File: src/hdl/bfp_pkg.sv
// Shared types and constants of the box filter image pyramid.
package bfp_pkg;

  localparam int PIX_W        = 8;
  localparam int LVL_W        = 4;
  localparam int OX_W         = 12;
  localparam int OY_W         = 16;
  localparam int POS_W        = 16;
  localparam int SUM_W        = 30;
  localparam int CFG_IDX_W    = 2;
  localparam int CFG_DATA_W   = 17;
  localparam int WIDTH_REG_W  = 13;
  localparam int HEIGHT_REG_W = 17;
  localparam int LEVELS_REG_W = 4;
  localparam int QUEUE_DEPTH  = 4;

  // Configuration register indexes.
  typedef enum logic [CFG_IDX_W-1:0] {
    REG_IMAGE_WIDTH  = 2'd0,
    REG_IMAGE_HEIGHT = 2'd1,
    REG_NUM_LEVELS   = 2'd2
  } reg_index_t;

  // One classified pixel on its way from the front end to the back end.
  typedef struct packed {
    logic [PIX_W-1:0] pixel;
    logic [POS_W-1:0] x;
    logic [POS_W-1:0] y;
  } item_t;

  // Fill status of the queue.
  typedef struct packed {
    logic full;
    logic empty;
  } q_status_t;

endpackage

File: src/hdl/bfp_queue.sv
// Short queue of items between the front end and the back end.
module bfp_queue (
  input  logic               clk,
  input  logic               rst,
  input  logic               push,
  input  bfp_pkg::item_t     push_item,
  input  logic               pop,
  output bfp_pkg::item_t     pop_item,
  output bfp_pkg::q_status_t status
);
  import bfp_pkg::*;

  localparam int QAW = $clog2(QUEUE_DEPTH);

  item_t          entries [QUEUE_DEPTH];
  logic [QAW-1:0] wr_ptr;
  logic [QAW-1:0] rd_ptr;
  logic [QAW:0]   count;

  assign status.full  = count == (QAW+1)'(QUEUE_DEPTH);
  assign status.empty = count == '0;
  assign pop_item     = entries[rd_ptr];

  // Pointers and fill count.
  always_ff @(posedge clk) begin
    if (rst) begin
      wr_ptr <= '0;
      rd_ptr <= '0;
      count  <= '0;
    end else begin
      if (push) wr_ptr <= wr_ptr + QAW'(1);
      if (pop)  rd_ptr <= rd_ptr + QAW'(1);
      if (push && !pop) begin
        count <= count + (QAW+1)'(1);
      end else if (pop && !push) begin
        count <= count - (QAW+1)'(1);
      end
    end
  end

  // Item storage.
  always_ff @(posedge clk) begin
    if (push) entries[wr_ptr] <= push_item;
  end

  // Neither side may overrun or underrun the queue.
  a_no_push_full: assert property (@(posedge clk) disable iff (rst)
    push |-> !status.full) else $error("item pushed into a full queue");
  a_no_pop_empty: assert property (@(posedge clk) disable iff (rst)
    pop |-> !status.empty) else $error("item popped from an empty queue");

endmodule

File: config.mk
export PLATFORM = sky130hd
export DESIGN_NAME = bfp_queue
export DESIGN_NICKNAME = d
export VERILOG_FILES = /design/src/hdl/bfp_pkg.sv /design/src/hdl/bfp_queue.sv
export SDC_FILE = /design/constraint.sdc
export NUM_CORES = 1
export LEC_CHECK = 0
export ABC_AREA = 1
export CORE_UTILIZATION = 65
export CTS_BUF_LIST = sky130_fd_sc_hd__clkbuf_16
export DETAILED_ROUTE_END_ITERATION = 10
export DONT_BUFFER_PORTS = 1
export GPL_TIMING_DRIVEN = 0
export PLACE_DENSITY = 0.81
export SLEW_MARGIN = 20
export SYNTH_ARGS = -nofsm -noshare
export SYNTH_HDL_FRONTEND = slang
export SYNTH_SLANG_ARGS = --single-unit
File: constraint.sdc
create_clock -name clk -period 3.5 [get_ports clk]
set_input_delay 0 -clock clk [delete_from_list [all_inputs] [get_ports clk]]
set_output_delay 0 -clock clk [all_outputs]
set_load 0.01 [all_outputs]
==> out/results.ini <==
[drt]
viasPerCell=5.839
ant_nets=0
wirelength_um=12930
drt-initial-drc-count=278
vias=3842
drtPass1Iterations=5
drc_errors=0
wl_per_cell_um=19.64

[final_layout]
num-nets-final=562
antenna_cells=0
layout-drive-gt1-share=0.1238
multi_input_area_um2=1167
seq_area_um2=4985
fillers=554
utilization=0.7962
area_growth_pct=19.26

[sta]
clock_skew_ps=6.456
period_share=0.4610
timing.final.ws_setup_ps=1886
tightest_slew_ps=572.4
slew_headroom=0.6178
period_needed_ps=1614
hold_violations=0
rsz0062_at_grt=no
max_freq_ghz=0.6198
maxSlewViolCount=0
setup_viol=0
tns_ps=0

[synthesis]
syn_area_um2=6495
netlist_instances=445
synth.yosys.seq_area_share=0.7675
ys_seq_elements=169
avgSynthCellArea_um2=14.60
yosys_warnings=0
synth.distinct_cells=22
synth_nets=495

[clock_network]
cts_sinks=169
clock_latency_ps=420
cts_buffers=17
h-tree-depth=4
cts_max_path_buffers=2
tritoncts=done
clk_pin_slew_ps=60
cts_resized=0
cts-root-buf=clkbuf_16

[critical_path]
reg2regPathDepth=5
required_ps=3620
cp-end-kind=flop
critical_path_class=reg2reg
regToRegEndpoint=entries[2][5]$_DFFE_PP_
cp_max_fo=22
rrSetupSlack_ps=1890
cp.arrival_ps=1730
timing.rr.start=wr_ptr[0]$_SDFFE_PP0P_
cp-start-kind=flop

[global_routing]
grt_use_total=0.2606
grt_pass1_vias=3957
grt_pass1_wl_um=19280
grt_max_degree=25
antenna_found_initial=0
grt_overflow=0

[placed_design]
numPortBuffers=0
dp_hpwl_um=7166
dp_slack_ps=1883
gp_congestion=0.7175

[power_and_ir_drop]
p_leak_nw=2.690
ir_drop_uv=361.3
p_per_area_nw_per_um2=580.4
p_total_mw=4.496

[flow_run]
drv_cap=0

[min_path]
hold_depth=2
min_to=entries[0][36]$_DFFE_PP_
hold_path.class=in2reg
hold_start=push

[die]
rows=36
ioPinCount=86
floorplan.initialDensity=0.6676
die_h_um=102.0
dieArea_um2=10400
design.core.area_um2=9729
dieWidth_um=102.0

[outcome]
outcome=finished clean

[worst max-delay path by stage]
stage,from,end,slack [ps]
floorplan,wr_ptr[0]$_SDFFE_PP0P_,entries[2][0]$_DFFE_PP_,1730
global placement,wr_ptr[0]$_SDFFE_PP0P_,entries[0][32]$_DFFE_PP_,1130
detailed placement,wr_ptr[1]$_SDFFE_PP0P_,entries[1][0]$_DFFE_PP_,1880
CTS,flop,pop_item[12],1870
global route,flop,pop_item[12],1790
finish,wr_ptr[0]$_SDFFE_PP0P_,entries[2][5]$_DFFE_PP_,1890
[timing repair]
| action | 4_1_cts | 5_1_grt |
|---|---|---|
| setup buffers | 0 | 0 |
| endpoints found under the hold margin | 169 | 0 |
| hold buffers | 44 | 0 |
[metrics by stage]
stage | hold WS (ps) | std cells | cell area, um2
2_1_floorplan | 72.38 | 445 | 6495
3_3_place_gp | 72.69 | 578 | 6661
3_5_place_dp | 79.38 | 582 | 6756
4_1_cts | 18.97 | 658 | 7746
5_1_grt | 43.06 | 658 | 7746
6_report | 37.17 | 658 | 7746
[power by group]
group          leakage, nW  switching (mW)  internal, mW
Clock                0.268           0.747         0.979
Sequential            1.54          0.0280          2.31
Combinational        0.879           0.279         0.156
Total                 2.69            1.05          3.44
[cell type report]
type	count	area share
multi-input combinational	234	0.1507
clock buffer	17	0.05492
buffer	25	0.03440
tap	133	0.02148
inverter	17	0.009853
clock inverter	15	0.01599
sequential	169	0.6435
timing repair buffer	48	0.06913
[per-layer routing]
metal,GRT usage,vias up,part of all wire
li1,-,1795,-
met1,0.2932,1853,0.38
met2,0.4466,174,0.52
met3,0.07934,20,0.079
met4,0.1418,0,0.019
met5,0,-,0
[cells in the mapped netlist]
cell,count,area (um2)
ha_1,5,62.56
fa_1,1,20.02
o21ai_1,38,190.2
xor2_1,1,8.760
edfxtp_1,160,4805
inv_1,16,60.06
nor3_1,2,10.01
o22ai_1,40,250.2
buf_4,4,30.03
buf_12,4,80.08
dfxtp_1,9,180.2
buf_8,4,60.06
nand3_1,1,5.000
nor2_1,86,322.8
o21ai_0,45,225.2
nand2_1,9,33.78
inv_12,1,16.27
nand4_1,1,6.260
buf_2,8,40.04
o21ai_2,2,17.52
buf_6,5,56.30
a21oi_1,3,15.01
[placed cells by master, fill, tap and decap left out, types with 6 or more instances in the layout]
| master | instances |
|---|---|
| o22ai_1 | 40 |
| buf_12 | 6 |
| inv_1 | 12 |
| edfxtp_1 | 160 |
| dfxtp_1 | 9 |
| nor2_1 | 86 |
| dlygate4sd3_1 | 44 |
| o21ai_0 | 45 |
| clkbuf_16 | 17 |
| inv_6 | 6 |
| nand2_1 | 9 |
| o21ai_1 | 38 |
| buf_2 | 8 |
[cell families (layout without fill, tap and decap cells)]
family                     after synthesis  in the layout  share of synthesized area
and+or+nand+nor                         99             99                    0.05818
xor gates and xnor gates                 1              1                   0.001349
adders and majority gates                6              6                    0.01271
buffers and inverters                   42            122                    0.05279
DFF                                    169            169                     0.7675
AOI/OAI and AO/OA                      128            128                     0.1075
[critical path, cell delays in order, from the launching register on]
cell     delay, ps
dfxtp_1        320
inv_1          120
ha_1           170
nand2_1         60
inv_2          370
buf_12         250
[flip-flops by register name, summed over array words and instances (netlist names), named ones only]
register  cells
rd_ptr        2
wr_ptr        2
count         3
entries     160
Note: power is estimated with default switching activity, not from simulation.
