--- config.mk ---
export PLATFORM = sky130hd
export DESIGN_NAME = bfp_front
export DESIGN_NICKNAME = d
export VERILOG_FILES = /design/src/hdl/bfp_pkg.sv /design/src/hdl/bfp_front.sv
export SDC_FILE = /design/constraint.sdc
export NUM_CORES = 1
export LEC_CHECK = 0
export ABC_AREA = 1
export BUFFER_PORTS_ARGS = -buffer_cell sky130_fd_sc_hd__buf_4
export CORE_AREA = 5 5 116 118
export DETAILED_ROUTE_END_ITERATION = 7
export DIE_AREA = 0 0 121 123
export GPL_TIMING_DRIVEN = 0
export SYNTH_ARGS = -nofsm -noshare
export SYNTH_HDL_FRONTEND = slang
export SYNTH_SLANG_ARGS = --single-unit
--- constraint.sdc ---
create_clock -name clk -period 3.3 [get_ports clk]
set_input_delay 0.33 -clock clk [delete_from_list [all_inputs] [get_ports clk]]
set_output_delay 0.33 -clock clk [all_outputs]
set_load 0.005 [all_outputs]
--- src/hdl/bfp_pkg.sv ---
// Shared types and constants of the box filter image pyramid.
package bfp_pkg;

  localparam int PIX_W        = 8;
  localparam int LVL_W        = 4;
  localparam int OX_W         = 12;
  localparam int OY_W         = 16;
  localparam int POS_W        = 16;
  localparam int SUM_W        = 30;
  localparam int CFG_IDX_W    = 2;
  localparam int CFG_DATA_W   = 17;
  localparam int WIDTH_REG_W  = 13;
  localparam int HEIGHT_REG_W = 17;
  localparam int LEVELS_REG_W = 4;
  localparam int QUEUE_DEPTH  = 4;

  // Configuration register indexes.
  typedef enum logic [CFG_IDX_W-1:0] {
    REG_IMAGE_WIDTH  = 2'd0,
    REG_IMAGE_HEIGHT = 2'd1,
    REG_NUM_LEVELS   = 2'd2
  } reg_index_t;

  // One classified pixel on its way from the front end to the back end.
  typedef struct packed {
    logic [PIX_W-1:0] pixel;
    logic [POS_W-1:0] x;
    logic [POS_W-1:0] y;
  } item_t;

  // Fill status of the queue.
  typedef struct packed {
    logic full;
    logic empty;
  } q_status_t;

endpackage

--- src/hdl/bfp_front.sv ---
// Front end: configuration registers, raster position counters and item push.
module bfp_front #(
  parameter int MAX_WIDTH  = 4096,
  parameter int MAX_LEVELS = 12
) (
  input  logic                             clk,
  input  logic                             rst,
  input  logic                             in_valid,
  output logic                             in_stall,
  input  logic [bfp_pkg::PIX_W-1:0]        pixel,
  input  logic                             cfg_valid,
  output logic                             cfg_ready,
  input  logic [bfp_pkg::CFG_IDX_W-1:0]    cfg_index,
  input  logic [bfp_pkg::CFG_DATA_W-1:0]   cfg_data,
  input  bfp_pkg::q_status_t               q_status,
  output logic                             push,
  output bfp_pkg::item_t                   push_item,
  output logic [bfp_pkg::LVL_W:0]          levels
);
  import bfp_pkg::*;

  localparam int CW  = $clog2(MAX_WIDTH);
  localparam int EWW = CW + 1;

  logic [WIDTH_REG_W-1:0]  image_width;
  logic [HEIGHT_REG_W-1:0] image_height;
  logic [LEVELS_REG_W-1:0] num_levels;
  logic [CW-1:0]           column_count;
  logic [POS_W-1:0]        row_count;

  logic [EWW-1:0]          eff_width;
  logic [HEIGHT_REG_W-1:0] eff_height;
  logic                    col_last;
  logic                    row_last;
  logic                    accept;
  logic                    cfg_wr;
  logic                    cfg_hit;

  // Clamp the registers to their usable ranges.
  always_comb begin
    if (image_width == '0) begin
      eff_width = EWW'(1);
    end else if (32'(image_width) > 32'(MAX_WIDTH)) begin
      eff_width = EWW'(MAX_WIDTH);
    end else begin
      eff_width = EWW'(image_width);
    end
    if (image_height == '0) begin
      eff_height = HEIGHT_REG_W'(1);
    end else if (32'(image_height) > 32'd65536) begin
      eff_height = HEIGHT_REG_W'(65536);
    end else begin
      eff_height = image_height;
    end
    if (num_levels == '0) begin
      levels = (LVL_W+1)'(1);
    end else if (32'(num_levels) > 32'(MAX_LEVELS)) begin
      levels = (LVL_W+1)'(MAX_LEVELS);
    end else begin
      levels = (LVL_W+1)'(num_levels);
    end
  end

  // Position of the current pixel against the row and image ends.
  assign col_last = (EWW'(column_count) + EWW'(1)) >= eff_width;
  assign row_last = ({1'b0, row_count} + HEIGHT_REG_W'(1)) >= eff_height;

  // Item handshake: the front end only waits on queue space.
  assign in_stall        = q_status.full;
  assign accept          = in_valid && !q_status.full;
  assign push            = accept;
  assign push_item.pixel = pixel;
  assign push_item.x     = POS_W'(column_count);
  assign push_item.y     = row_count;

  // Configuration writes are always taken.
  assign cfg_ready = 1'b1;
  assign cfg_wr    = cfg_valid && cfg_ready;
  assign cfg_hit   = cfg_wr && ((cfg_index == REG_IMAGE_WIDTH) ||
                                (cfg_index == REG_IMAGE_HEIGHT) ||
                                (cfg_index == REG_NUM_LEVELS));

  // Register writes.
  always_ff @(posedge clk) begin
    if (rst) begin
      image_width  <= WIDTH_REG_W'(4096);
      image_height <= HEIGHT_REG_W'(4096);
      num_levels   <= LEVELS_REG_W'(8);
    end else if (cfg_wr) begin
      case (cfg_index)
        REG_IMAGE_WIDTH:  image_width  <= cfg_data[WIDTH_REG_W-1:0];
        REG_IMAGE_HEIGHT: image_height <= cfg_data[HEIGHT_REG_W-1:0];
        REG_NUM_LEVELS:   num_levels   <= cfg_data[LEVELS_REG_W-1:0];
        default: ;
      endcase
    end
  end

  // Raster counters; a register write restarts the frame.
  always_ff @(posedge clk) begin
    if (rst || cfg_hit) begin
      column_count <= '0;
      row_count    <= '0;
    end else if (accept) begin
      if (col_last) begin
        column_count <= '0;
        row_count    <= row_last ? '0 : row_count + POS_W'(1);
      end else begin
        column_count <= column_count + CW'(1);
      end
    end
  end

endmodule

==> metrics.txt, run 1 <==
fraction of registers with async set or reset after synthesis=0%; number of slew-limit violations in the final report=0; number of max-capacitance violations reported=0; clock period minus worst slack=roughly 3 ns; Distinct cells, synth=36; leakage power=around 2.7 nW; clk sink count=62; dpl hpwl=8738 um; Netlist Area Pre-Place=4218 um^2; endpoints failing setup=0; pin count of the biggest net entering global routing=14; Max VDD drop=0.0002725 V; cell with the most instances on the worst path=sky130_fd_sc_hd__nand2_1; Clock Tree Buf Depth=2; number of setup buffers added after CTS=0; width of the die=between 100 and 150 um; Hold Path Class=in -> reg; aggregate global-route resource usage=15.23%; net total in the final layout=801; Final TNS setup=0 ns; critical path start-end classification=reg -> reg; Max Fanout on Critical Path=10; wire length of the first global-routing pass=18210 um; router iterations before antenna repair=4; Vert. Die Dim=123 um; CP Cell Sequence=ha_1, nand2_1, nor2_2, nand4_1, nand2_1, clkinv_1, ha_1, nand2_1, inv_1, nand2_1, a21oi_1, nor2_2, buf_2, nand4_1, nand2_1, inv_1, nor2_1; Post-Place Worst Slack=0.4080 ns; Max Clk Rate=~340 MHz; post-synth top area share=29.43%; endpoint required time on the critical path=3.56 ns; result of the run=finished, final reports clean; total of hold buffers inserted after clock tree synthesis=0; via density per instance=4.543; cell count of the worst hold path=3; top_reg_cell synth=sky130_fd_sc_hd__dfxtp_1; Pwr Total=2.103 mW; cell with the largest stage delay on the worst path=sky130_fd_sc_hd__dfxtp_1; total wire length after detailed routing=10940 um; cells taking the most area after synthesis=sky130_fd_sc_hd__dfxtp_1 (29%), sky130_fd_sc_hd__nand2_1 (16%), sky130_fd_sc_hd__nor2_1 (10%); total gr overflow=0; growth of design area from synthesis to finish=24.80%; H-tree depth reported by CTS=3; EDFF count, synth=0; endpoints failing hold=0; most frequent cells after synthesis=sky130_fd_sc_hd__nand2_1 (182), sky130_fd_sc_hd__nor2_1 (113), sky130_fd_sc_hd__inv_1 (72), sky130_fd_sc_hd__dfxtp_1 (62), sky130_fd_sc_hd__o21ai_0 (34); via count of the first global-routing pass=3930; mean routed wirelength per cell=11.98 um; sum of buffers and inverters on the critical path=4; CP startpoint kind=register; logic depth of the worst path, buffers included=17; number of antenna violations at the first check in global routing=0; most repeated cell in the gate-level netlist after synthesis=sky130_fd_sc_hd__nand2_1; worst clock skew on the final layout=0.007477 ns; Initial Utilization=34.12%; Crit. End Element=register; max incr delay on CP=roughly 0.50 ns; filler cell count in the final layout=1331; Std-Cell Core Area=12360 um^2; drt initial violations=250; final RePlAce weighted congestion=0.8212; clock insertion delay at the later pin of the skew report=0.33 ns; setup repair after global routing missed its margin=no; drc violations=0; Inserted Clock Buffers=9; share of layout cells above drive strength 1=a little under a fifth; CTS tree=yes; Die Footprint=~15000 um^2; category of cells accounting for the largest share of critical-path delay=simple AND/OR/NAND/NOR gates; count of yosys warnings during synthesis=0; Period Utilization, post-route=~88%; post-cts gate resize count=0; via count=4148; clock transition at the registers of the reported paths=0.06 ns; R2R depth=17; Non-Filler Instances=913; proportion of synthesized chip area in sequential cells=between 20 and 30%; total power density per cell area=399.6 nW/um^2; total number of placement rows=41; cell count after synthesis=656; placed cells=897; Post-Syn Area per Cell=about 6.4 um^2; cell type with the largest total area after synthesis=sky130_fd_sc_hd__dfxtp_1; I/O pins=81; Port Buf Inserts=65; worst setup slack after layout=about 0.38 ns; worst slew margin relative to its limit=57.49%; number of inserted diodes=0; clock root cell=sky130_fd_sc_hd__clkbuf_16; Tightest Pin Transition=0.6377 ns; data arrival time of the critical path=~3.2 ns; number of synthesized register bits=62; antenna-violating nets left=0
cells in the final DEF, fill, tap and decap left out, types with 4 or more instances in the layout:
master | synthesis | final
sky130_fd_sc_hd__buf_2 | 4 | 4
sky130_fd_sc_hd__nand2_2 | 4 | 4
sky130_fd_sc_hd__clkbuf_1 | 10 | 10
sky130_fd_sc_hd__nor2_2 | 9 | 9
sky130_fd_sc_hd__inv_2 | 9 | 9
sky130_fd_sc_hd__nand2_1 | 182 | 182
sky130_fd_sc_hd__nor4_1 | 7 | 7
sky130_fd_sc_hd__clkbuf_16 | 0 | 9
sky130_fd_sc_hd__nand3_1 | 17 | 17
sky130_fd_sc_hd__inv_1 | 72 | 72
sky130_fd_sc_hd__nor2_1 | 113 | 113
sky130_fd_sc_hd__ha_1 | 32 | 32
sky130_fd_sc_hd__conb_1 | 2 | 6
sky130_fd_sc_hd__a21oi_1 | 20 | 20
sky130_fd_sc_hd__buf_4 | 15 | 80
sky130_fd_sc_hd__o21ai_0 | 34 | 34
sky130_fd_sc_hd__nand4_1 | 20 | 20
sky130_fd_sc_hd__dfxtp_1 | 62 | 62
sky130_fd_sc_hd__nor3_1 | 5 | 5
sky130_fd_sc_hd__buf_6 | 4 | 4
sky130_fd_sc_hd__xor2_1 | 12 | 12
sequential cells by signal, indices dropped and copies added, names as in the netlist:
register,flops
image_height,17
num_levels,4
column_count,12
row_count,16
image_width,13
per-stage QoR:
step	hold WS [ns]	cell area, um^2	util [%]
3_3_place_gp	0.4735	4936	39.93
4_1_cts	0.2147	5264	42.58
6_report	0.2239	5264	42.58
3_5_place_dp	0.4889	4936	39.93
5_1_grt	0.2323	5264	42.58
2_1_floorplan	0.4432	4233	-
cell type report:
cell class | instances | area, um^2 | area share (%)
multi-input combinational | 481 | 2461 | 46.76
clock inverter | 7 | 102.6 | 1.949
timing repair buffer | 65 | 488.0 | 9.270
buffer | 33 | 215.2 | 4.088
tap | 172 | 215.2 | 4.088
sequential | 62 | 1241 | 23.58
clock buffer | 9 | 225.2 | 4.279
inverter | 84 | 315.3 | 5.990
worst paths after layout:
kind / from / to / slack [ns]
setup / recovery: row_count[0] / row_count[12] / 0.38
hold / removal: cfg_data[15] / image_height[15] / 0.22
setup reg to reg: row_count[0] / row_count[12] / 0.38
hold reg to reg: num_levels[0] / num_levels[0] / 0.49
power by group:
| group | total (mW) | leakage, nW | switching [mW] | internal, mW |
|---|---|---|---|---|
| logic | 0.260 | 2.02 | 0.149 | 0.111 |
| clock network | 1.05 | 0.157 | 0.376 | 0.670 |
| registers | 0.798 | 0.504 | 0.0233 | 0.774 |
| total | 2.10 | 2.68 | 0.548 | 1.56 |
cells by family (layout without fill, tap and decap cells):
family | after synthesis | after routing | synth area share, %
AOI/OAI and AO/OA | 60 | 60 | 7.387
xor gates and xnor gates | 14 | 14 | 3.085
adders and majority gates | 32 | 32 | 9.493
buffers and inverters | 117 | 198 | 12.58
DFF | 62 | 62 | 29.43
muxes | 1 | 1 | 0.2373
other | 2 | 6 | 0.1781
and+or+nand+nor | 368 | 368 | 37.61
routing by layer:
layer | wire, um | track usage [%] | part of all wire [%]
met5 | 0 | 0 | 0
met1 | 5066 | 19.12 | 46
met3 | 596 | 3.202 | 5.4
met2 | 5065 | 25.60 | 46
met4 | 210 | 6.020 | 1.9
worst min-delay path, stage by stage:
cell	delay [ns]
sky130_fd_sc_hd__buf_4	0.08
sky130_fd_sc_hd__nor2_1	0.03
sky130_fd_sc_hd__nor2_1	0.08
No activity file was read; power rests on OpenSTA's default activity.
==> run 2, diff against run 1 <==
- RECOVER_POWER: unset -> 50
==> metrics.txt, run 2 (same netlist as run 1, synthesis figures left out) <==
proportion of total power due to net switching=26.00% (was 26.07%); Worst R2R Start=row_count[0] (unchanged); area of placed instances=4936 um^2 (unchanged); clock period minus worst slack=2.928 ns (was 2.918 ns); capturing point of the worst reg2reg path=row_count[12] (unchanged); Tightest Pin Transition=0.6998 ns (was 0.6377 ns); leakage power=2.653 nW (was 2.679 nW); growth of design area from synthesis to finish=24.27% (was 24.80%); final RePlAce weighted congestion=0.8212 (unchanged); antenna-violating nets left=0 (unchanged); top library cells by usage in the layout, fill and taps aside=sky130_fd_sc_hd__nand2_1 (182), sky130_fd_sc_hd__nor2_1 (114), sky130_fd_sc_hd__inv_1 (73), sky130_fd_sc_hd__dfxtp_1 (62), sky130_fd_sc_hd__buf_4 (46) (was sky130_fd_sc_hd__nand2_1 (182), sky130_fd_sc_hd__nor2_1 (113), sky130_fd_sc_hd__buf_4 (80), sky130_fd_sc_hd__inv_1 (72), sky130_fd_sc_hd__dfxtp_1 (62)); width of the die=121 um (unchanged); via count=4162 (was 4148); total number of placement rows=41 (unchanged); setup slack of the most critical reg-to-reg path=0.37 ns (was 0.38 ns); Reg with most FFs=image_height (unchanged); post-cts gate resize count=0 (unchanged); Max Clk Rate=341.6 MHz (was 342.7 MHz); dpl hpwl=8738 um (unchanged); Period Utilization, post-route=88.71% (was 88.42%); share of layout cells above drive strength 1=17.81% (was 18.62%); biggest registers after layout=image_height: 17 flops, row_count: 16 flops, image_width: 13 flops (unchanged); total of hold buffers inserted after clock tree synthesis=0 (unchanged); clock transition at the registers of the reported paths=0.06 ns (about the same); number of antenna violations at the first check in global routing=0 (unchanged); multi-input combinational cell area=2442 um^2 (was 2461 um^2); Vert. Die Dim=123 um (unchanged); Max Fanout on Critical Path=10 (unchanged); Final TNS setup=0 ns (unchanged); total power density per cell area=400.4 nW/um^2 (was 399.6 nW/um^2); Clock power frac=49.8% (was 49.7%); Max VDD drop=0.0002708 V (was 0.0002725 V); total gr overflow=0 (unchanged); net total in the final layout=801 (unchanged); cell internal power dissipation=1.553 mW (was 1.555 mW); switching power=545.6 uW (was 548.4 uW); number of max-capacitance violations reported=0 (unchanged); router iterations before antenna repair=4 (unchanged); Std-Cell Core Area=12360 um^2 (unchanged); endpoint required time on the critical path=3.56 ns (about the same); final cell area excluding filler cells=5241 um^2 (was 5264 um^2); Initial Utilization=34.12% (unchanged); filler cell count in the final layout=1335 (was 1331); cell count of the worst hold path=3 (unchanged); clk sink count=62 (unchanged); endpoints failing setup=0 (unchanged); Inserted Clock Buffers=9 (unchanged); combinational power share=12.2% (was 12.3%); via density per instance=4.559 (was 4.543); area taken by flip-flops and latches=1241 um^2 (unchanged); most frequent standard cell in the layout excluding fill and tap cells=sky130_fd_sc_hd__nand2_1 (unchanged); aggregate global-route resource usage=15.23% (unchanged); total wire length after detailed routing=10880 um (was 10940 um); CTS tree=yes (unchanged); core occupancy in the finished layout=42.39% (was 42.58%); Pwr Total=2.098 mW (was 2.103 mW); data arrival time of the critical path=3.19 ns (was 3.18 ns); number of slew-limit violations in the final report=0 (unchanged); number of flip-flops in the largest register=17 (unchanged); hold worst-path end=image_height[15] (unchanged); Hold Path Class=in -> reg (unchanged); wire length of the first global-routing pass=18210 um (unchanged); mean routed wirelength per cell=11.92 um (was 11.98 um); critical path start-end classification=reg -> reg (unchanged); setup repair after global routing missed its margin=no (unchanged); endpoints failing hold=0 (unchanged); number of inserted diodes=0 (unchanged); clock root cell=sky130_fd_sc_hd__clkbuf_16 (unchanged); H-tree depth reported by CTS=3 (unchanged); part of the total power dissipated in sequential elements=38.0% (was 37.9%); worst slew margin relative to its limit=52.99% (was 57.49%); clock insertion delay at the later pin of the skew report=0.33 ns (about the same); drt initial violations=243 (was 250); Clock Tree Buf Depth=2 (unchanged); worst clock skew on the final layout=0.007920 ns (was 0.007477 ns); via count of the first global-routing pass=3930 (unchanged); I/O pins=81 (unchanged); R2R depth=17 (unchanged); Port Buf Inserts=65 (unchanged); pin count of the biggest net entering global routing=14 (unchanged); beginning of the worst hold path=cfg_data[15] (unchanged); CP startpoint kind=register (unchanged); result of the run=finished, final reports clean (unchanged); drc violations=0 (unchanged); number of setup buffers added after CTS=0 (unchanged); Die Footprint=14880 um^2 (unchanged); Crit. End Element=register (unchanged)
## run 2: changes by cell type in the layout (fill, tap and decap cells not counted), sizes merged
cell    change
clkbuf     +34
inv         -1
clkinv      +1
buf        -34
## run 2: how the worst max path moves through the flow
| stage | start | end | slack (ns) | depth (start not counted) |
|---|---|---|---|---|
| after floorplan | row_count[0] | row_count[9] | 0.90 | 19 |
| after global placement | row_count[0] | row_count[12] | 0.49 | 19 |
| after detailed placement | row_count[0] | row_count[12] | 0.41 | 17 |
| after CTS | row_count[0] | row_count[12] | 0.38 | 17 |
| after global routing | row_count[0] | row_count[12] | 0.08 | 15 |
| final | row_count[0] | row_count[12] | 0.37 | 17 |
## run 2: layout make-up
cell class | count | area share (%)
Tap cell | 172 | 4.106
Multi-Input combinational cell | 481 | 46.60
Timing Repair Buffer | 65 | 9.238
Clock inverter | 7 | 1.957
Buffer | 33 | 4.106
Inverter | 84 | 6.016
Clock buffer | 9 | 4.297
Sequential cell | 62 | 23.68
## run 2: worst max-delay path: stages, from the launching register on
cell	delay (ns)
sky130_fd_sc_hd__dfxtp_1	0.50
sky130_fd_sc_hd__ha_1	0.37
sky130_fd_sc_hd__nand2_1	0.11
sky130_fd_sc_hd__nor2_2	0.22
sky130_fd_sc_hd__nand4_1	0.13
sky130_fd_sc_hd__nand2_1	0.08
sky130_fd_sc_hd__clkinv_1	0.10
sky130_fd_sc_hd__ha_1	0.32
sky130_fd_sc_hd__nand2_1	0.07
sky130_fd_sc_hd__inv_1	0.05
sky130_fd_sc_hd__nand2_1	0.06
sky130_fd_sc_hd__a21oi_1	0.07
sky130_fd_sc_hd__nor2_2	0.19
sky130_fd_sc_hd__buf_2	0.25
sky130_fd_sc_hd__nand4_1	0.12
sky130_fd_sc_hd__nand2_1	0.08
sky130_fd_sc_hd__inv_1	0.04
sky130_fd_sc_hd__nor2_1	0.10
## run 2: routing by layer
metal  share of wire, %  global-route usage, %
met3                5.6                  3.202
met5                  0                      0
met2                 46                  25.60
met4                1.9                  6.020
met1                 46                  19.12
## run 2: power groups by stage
stage / Combinational [mW] / Clock [mW] / Sequential (mW)
after floorplan: 0.171 / 0 / 0.806
after global placement: 0.254 / 0 / 0.813
after detailed placement: 0.260 / 0 / 0.814
after CTS: 0.262 / 1.08 / 0.797
after global routing: 0.294 / 1.11 / 0.801
final: 0.255 / 1.05 / 0.797
## run 2: metrics by stage
step	hold slack [ns]	std cells	setup WS (ns)
4_1_cts	0.2147	913	0.3758
2_1_floorplan	0.4432	660	0.9017
3_3_place_gp	0.4735	897	0.4925
6_report	0.2245	913	0.3724
5_1_grt	0.2323	913	0.07606
3_5_place_dp	0.4889	897	0.4080
==> run 3, diff against run 2 <==
- CORE_AREA: 5 5 116 118 -> 5 5 94 96
- CTS_BUF_LIST: unset -> sky130_fd_sc_hd__clkbuf_4
- DIE_AREA: 0 0 121 123 -> 0 0 99 101
- PLACE_DENSITY: unset -> 0.78
==> metrics.txt, run 3 (same netlist as run 1, synthesis figures left out) <==
setup repair after global routing missed its margin=no (unchanged); final RePlAce weighted congestion=0.8850 (was 0.8212); data arrival time of the critical path=3.20 ns (was 3.19 ns); Hold Path Class=in -> reg (unchanged); via density per instance=4.926 (was 4.559); number of max-capacitance violations reported=0 (unchanged); number of slew-limit violations in the final report=0 (unchanged); growth of design area from synthesis to finish=17.59% (was 24.27%); Vert. Die Dim=101 um (was 123 um); drt initial violations=234 (was 243); Std-Cell Core Area=7969 um^2 (was 12360 um^2); number of inserted diodes=0 (unchanged); endpoints failing hold=0 (unchanged); total number of placement rows=33 (was 41); worst setup slack after layout=0.4072 ns (was 0.3724 ns); Port Buf Inserts=65 (unchanged); top routing layer in use=met4 (unchanged); clock transition at the registers of the reported paths=0.12 ns (was 0.06 ns); met1 wire length=4581 um (was 5041 um); post-cts gate resize count=0 (unchanged); drc violations=0 (unchanged); endpoint required time on the critical path=3.61 ns (was 3.56 ns); mean routed wirelength per cell=12.16 um (was 11.92 um); router iterations before antenna repair=5 (was 4); Inserted Clock Buffers=9 (unchanged); worst slew margin relative to its limit=53.06% (was 52.99%); Period Utilization, post-route=87.66% (was 88.71%); net total in the final layout=801 (unchanged); antenna-violating nets left=0 (unchanged); biggest registers after layout=image_height: 17 flops, row_count: 16 flops, image_width: 13 flops (unchanged); width of the die=99 um (was 121 um); Initial Utilization=52.93% (was 34.12%); endpoints failing setup=0 (unchanged); Worst R2R Start=row_count[0] (unchanged); Max Clk Rate=345.7 MHz (was 341.6 MHz); Clock Tree Buf Depth=2 (unchanged); Final TNS setup=0 ns (unchanged); number of antenna violations at the first check in global routing=0 (unchanged); via count of the first global-routing pass=4008 (was 3930); dpl hpwl=8100 um (was 8738 um); cell internal power dissipation=1.114 mW (was 1.553 mW); Die Footprint=9999 um^2 (was 14880 um^2); H-tree depth reported by CTS=3 (unchanged); beginning of the worst hold path=cfg_data[15] (unchanged); met3 layer wire length in the routed design=602 um (was 604 um); most frequent standard cell in the layout excluding fill and tap cells=sky130_fd_sc_hd__nand2_1 (unchanged); combinational power share=16.0% (was 12.2%); I/O pins=81 (unchanged); switching power=480.7 uW (was 545.6 uW); Tightest Pin Transition=0.7040 ns (was 0.6998 ns); clk sink count=62 (unchanged); total wire length after detailed routing=10290 um (was 10880 um); CTS tree=yes (unchanged); worst clock skew on the final layout=0.01695 ns (was 0.007920 ns); total power density per cell area=321.6 nW/um^2 (was 400.4 nW/um^2); Reg with most FFs=image_height (unchanged); leakage power=2.574 nW (was 2.653 nW); beginning of the critical path=row_count[0] (unchanged); number of flip-flops in the largest register=17 (unchanged); detailed route wirelength on metal2=4944 um (was 5026 um); result of the run=finished, final reports clean (unchanged); proportion of total power due to net switching=30.14% (was 26.00%); wire length of the first global-routing pass=17510 um (was 18210 um); Max VDD drop=0.0002239 V (was 0.0002708 V); total gr overflow=0 (unchanged); via count=4167 (was 4162); number of setup buffers added after CTS=0 (unchanged); Crit. End Element=register (unchanged); clock period minus worst slack=2.893 ns (was 2.928 ns); Max Fanout on Critical Path=10 (unchanged); total of hold buffers inserted after clock tree synthesis=0 (unchanged); clock root cell=sky130_fd_sc_hd__clkbuf_4 (was sky130_fd_sc_hd__clkbuf_16); clock insertion delay at the later pin of the skew report=0.41 ns (was 0.33 ns); aggregate global-route resource usage=21.17% (was 15.23%); CP startpoint kind=register (unchanged); Post-Place Worst Slack=0.4847 ns (was 0.4080 ns); top library cells by usage in the layout, fill and taps aside=sky130_fd_sc_hd__nand2_1 (182), sky130_fd_sc_hd__nor2_1 (114), sky130_fd_sc_hd__inv_1 (73), sky130_fd_sc_hd__dfxtp_1 (62), sky130_fd_sc_hd__buf_4 (61) (was sky130_fd_sc_hd__nand2_1 (182), sky130_fd_sc_hd__nor2_1 (114), sky130_fd_sc_hd__inv_1 (73), sky130_fd_sc_hd__dfxtp_1 (62), sky130_fd_sc_hd__buf_4 (46)); share of layout cells above drive strength 1=17.54% (was 17.81%); critical path start-end classification=reg -> reg (unchanged); Clock power frac=34.1% (was 49.8%); pin count of the biggest net entering global routing=13 (was 14); part of the total power dissipated in sequential elements=49.9% (was 38.0%)
[run 3: through the flow]
stage	utilization [%]	hold WS (ns)	std cells	power, mW	instance area (um^2)
2_1_floorplan	-	0.4432	660	0.9770	4233
3_3_place_gp	60.89	0.4790	830	1.063	4852
3_5_place_dp	60.89	0.4818	830	1.070	4852
4_1_cts	62.66	0.1156	846	1.614	4994
5_1_grt	62.24	0.1174	846	1.682	4960
6_report	62.24	0.1322	846	1.595	4960
[run 3: power by group through the flow]
stage               Clock, mW  Sequential [mW]  Combinational (mW)
global route            0.589            0.800               0.292
floorplan                   0            0.806               0.171
finish                  0.543            0.797               0.255
global placement            0            0.812               0.250
CTS                     0.558            0.796               0.260
detailed placement          0            0.813               0.258
[run 3: worst paths after layout]
check | cells past startpoint | endpoint | slack [ns]
worst max register to register | 19 | row_count[4] | 0.41
worst min register to register | 2 | image_height[12] | 0.50
worst max-delay path | 19 | row_count[4] | 0.41
worst min-delay path | 3 | image_height[15] | 0.13
[run 3: layer usage]
layer | global-route usage [%] | up-vias
met2 | 35.90 | 108
met3 | 3.737 | 16
li1 | - | 2204
met1 | 26.68 | 1839
met5 | 0 | -
met4 | 8.403 | 0
[run 3: final cells by class]
type | count | area (um^2)
Fill cell | 778 | 3009
Multi-Input combinational cell | 481 | 2442
Sequential cell | 62 | 1241
Timing Repair Buffer | 65 | 473.0
Inverter | 84 | 315.3
Buffer | 33 | 215.2
Tap cell | 105 | 131.4
Clock inverter | 7 | 73.82
Clock buffer | 9 | 67.56
[run 3: worst max-delay path, stage by stage, from the launching register on]
cell	delay, ns
sky130_fd_sc_hd__dfxtp_1	0.51
sky130_fd_sc_hd__ha_1	0.36
sky130_fd_sc_hd__nand2_1	0.10
sky130_fd_sc_hd__nor2_2	0.20
sky130_fd_sc_hd__nand4_1	0.12
sky130_fd_sc_hd__nand2_1	0.09
sky130_fd_sc_hd__clkinv_1	0.09
sky130_fd_sc_hd__ha_1	0.31
sky130_fd_sc_hd__nand2_1	0.06
sky130_fd_sc_hd__inv_1	0.06
sky130_fd_sc_hd__nand2_1	0.07
sky130_fd_sc_hd__nor2_1	0.14
sky130_fd_sc_hd__nand3_1	0.12
sky130_fd_sc_hd__nand2_1	0.11
sky130_fd_sc_hd__inv_2	0.06
sky130_fd_sc_hd__buf_2	0.18
sky130_fd_sc_hd__nand4_1	0.09
sky130_fd_sc_hd__nand2_1	0.05
sky130_fd_sc_hd__inv_1	0.05
sky130_fd_sc_hd__nor2_1	0.03
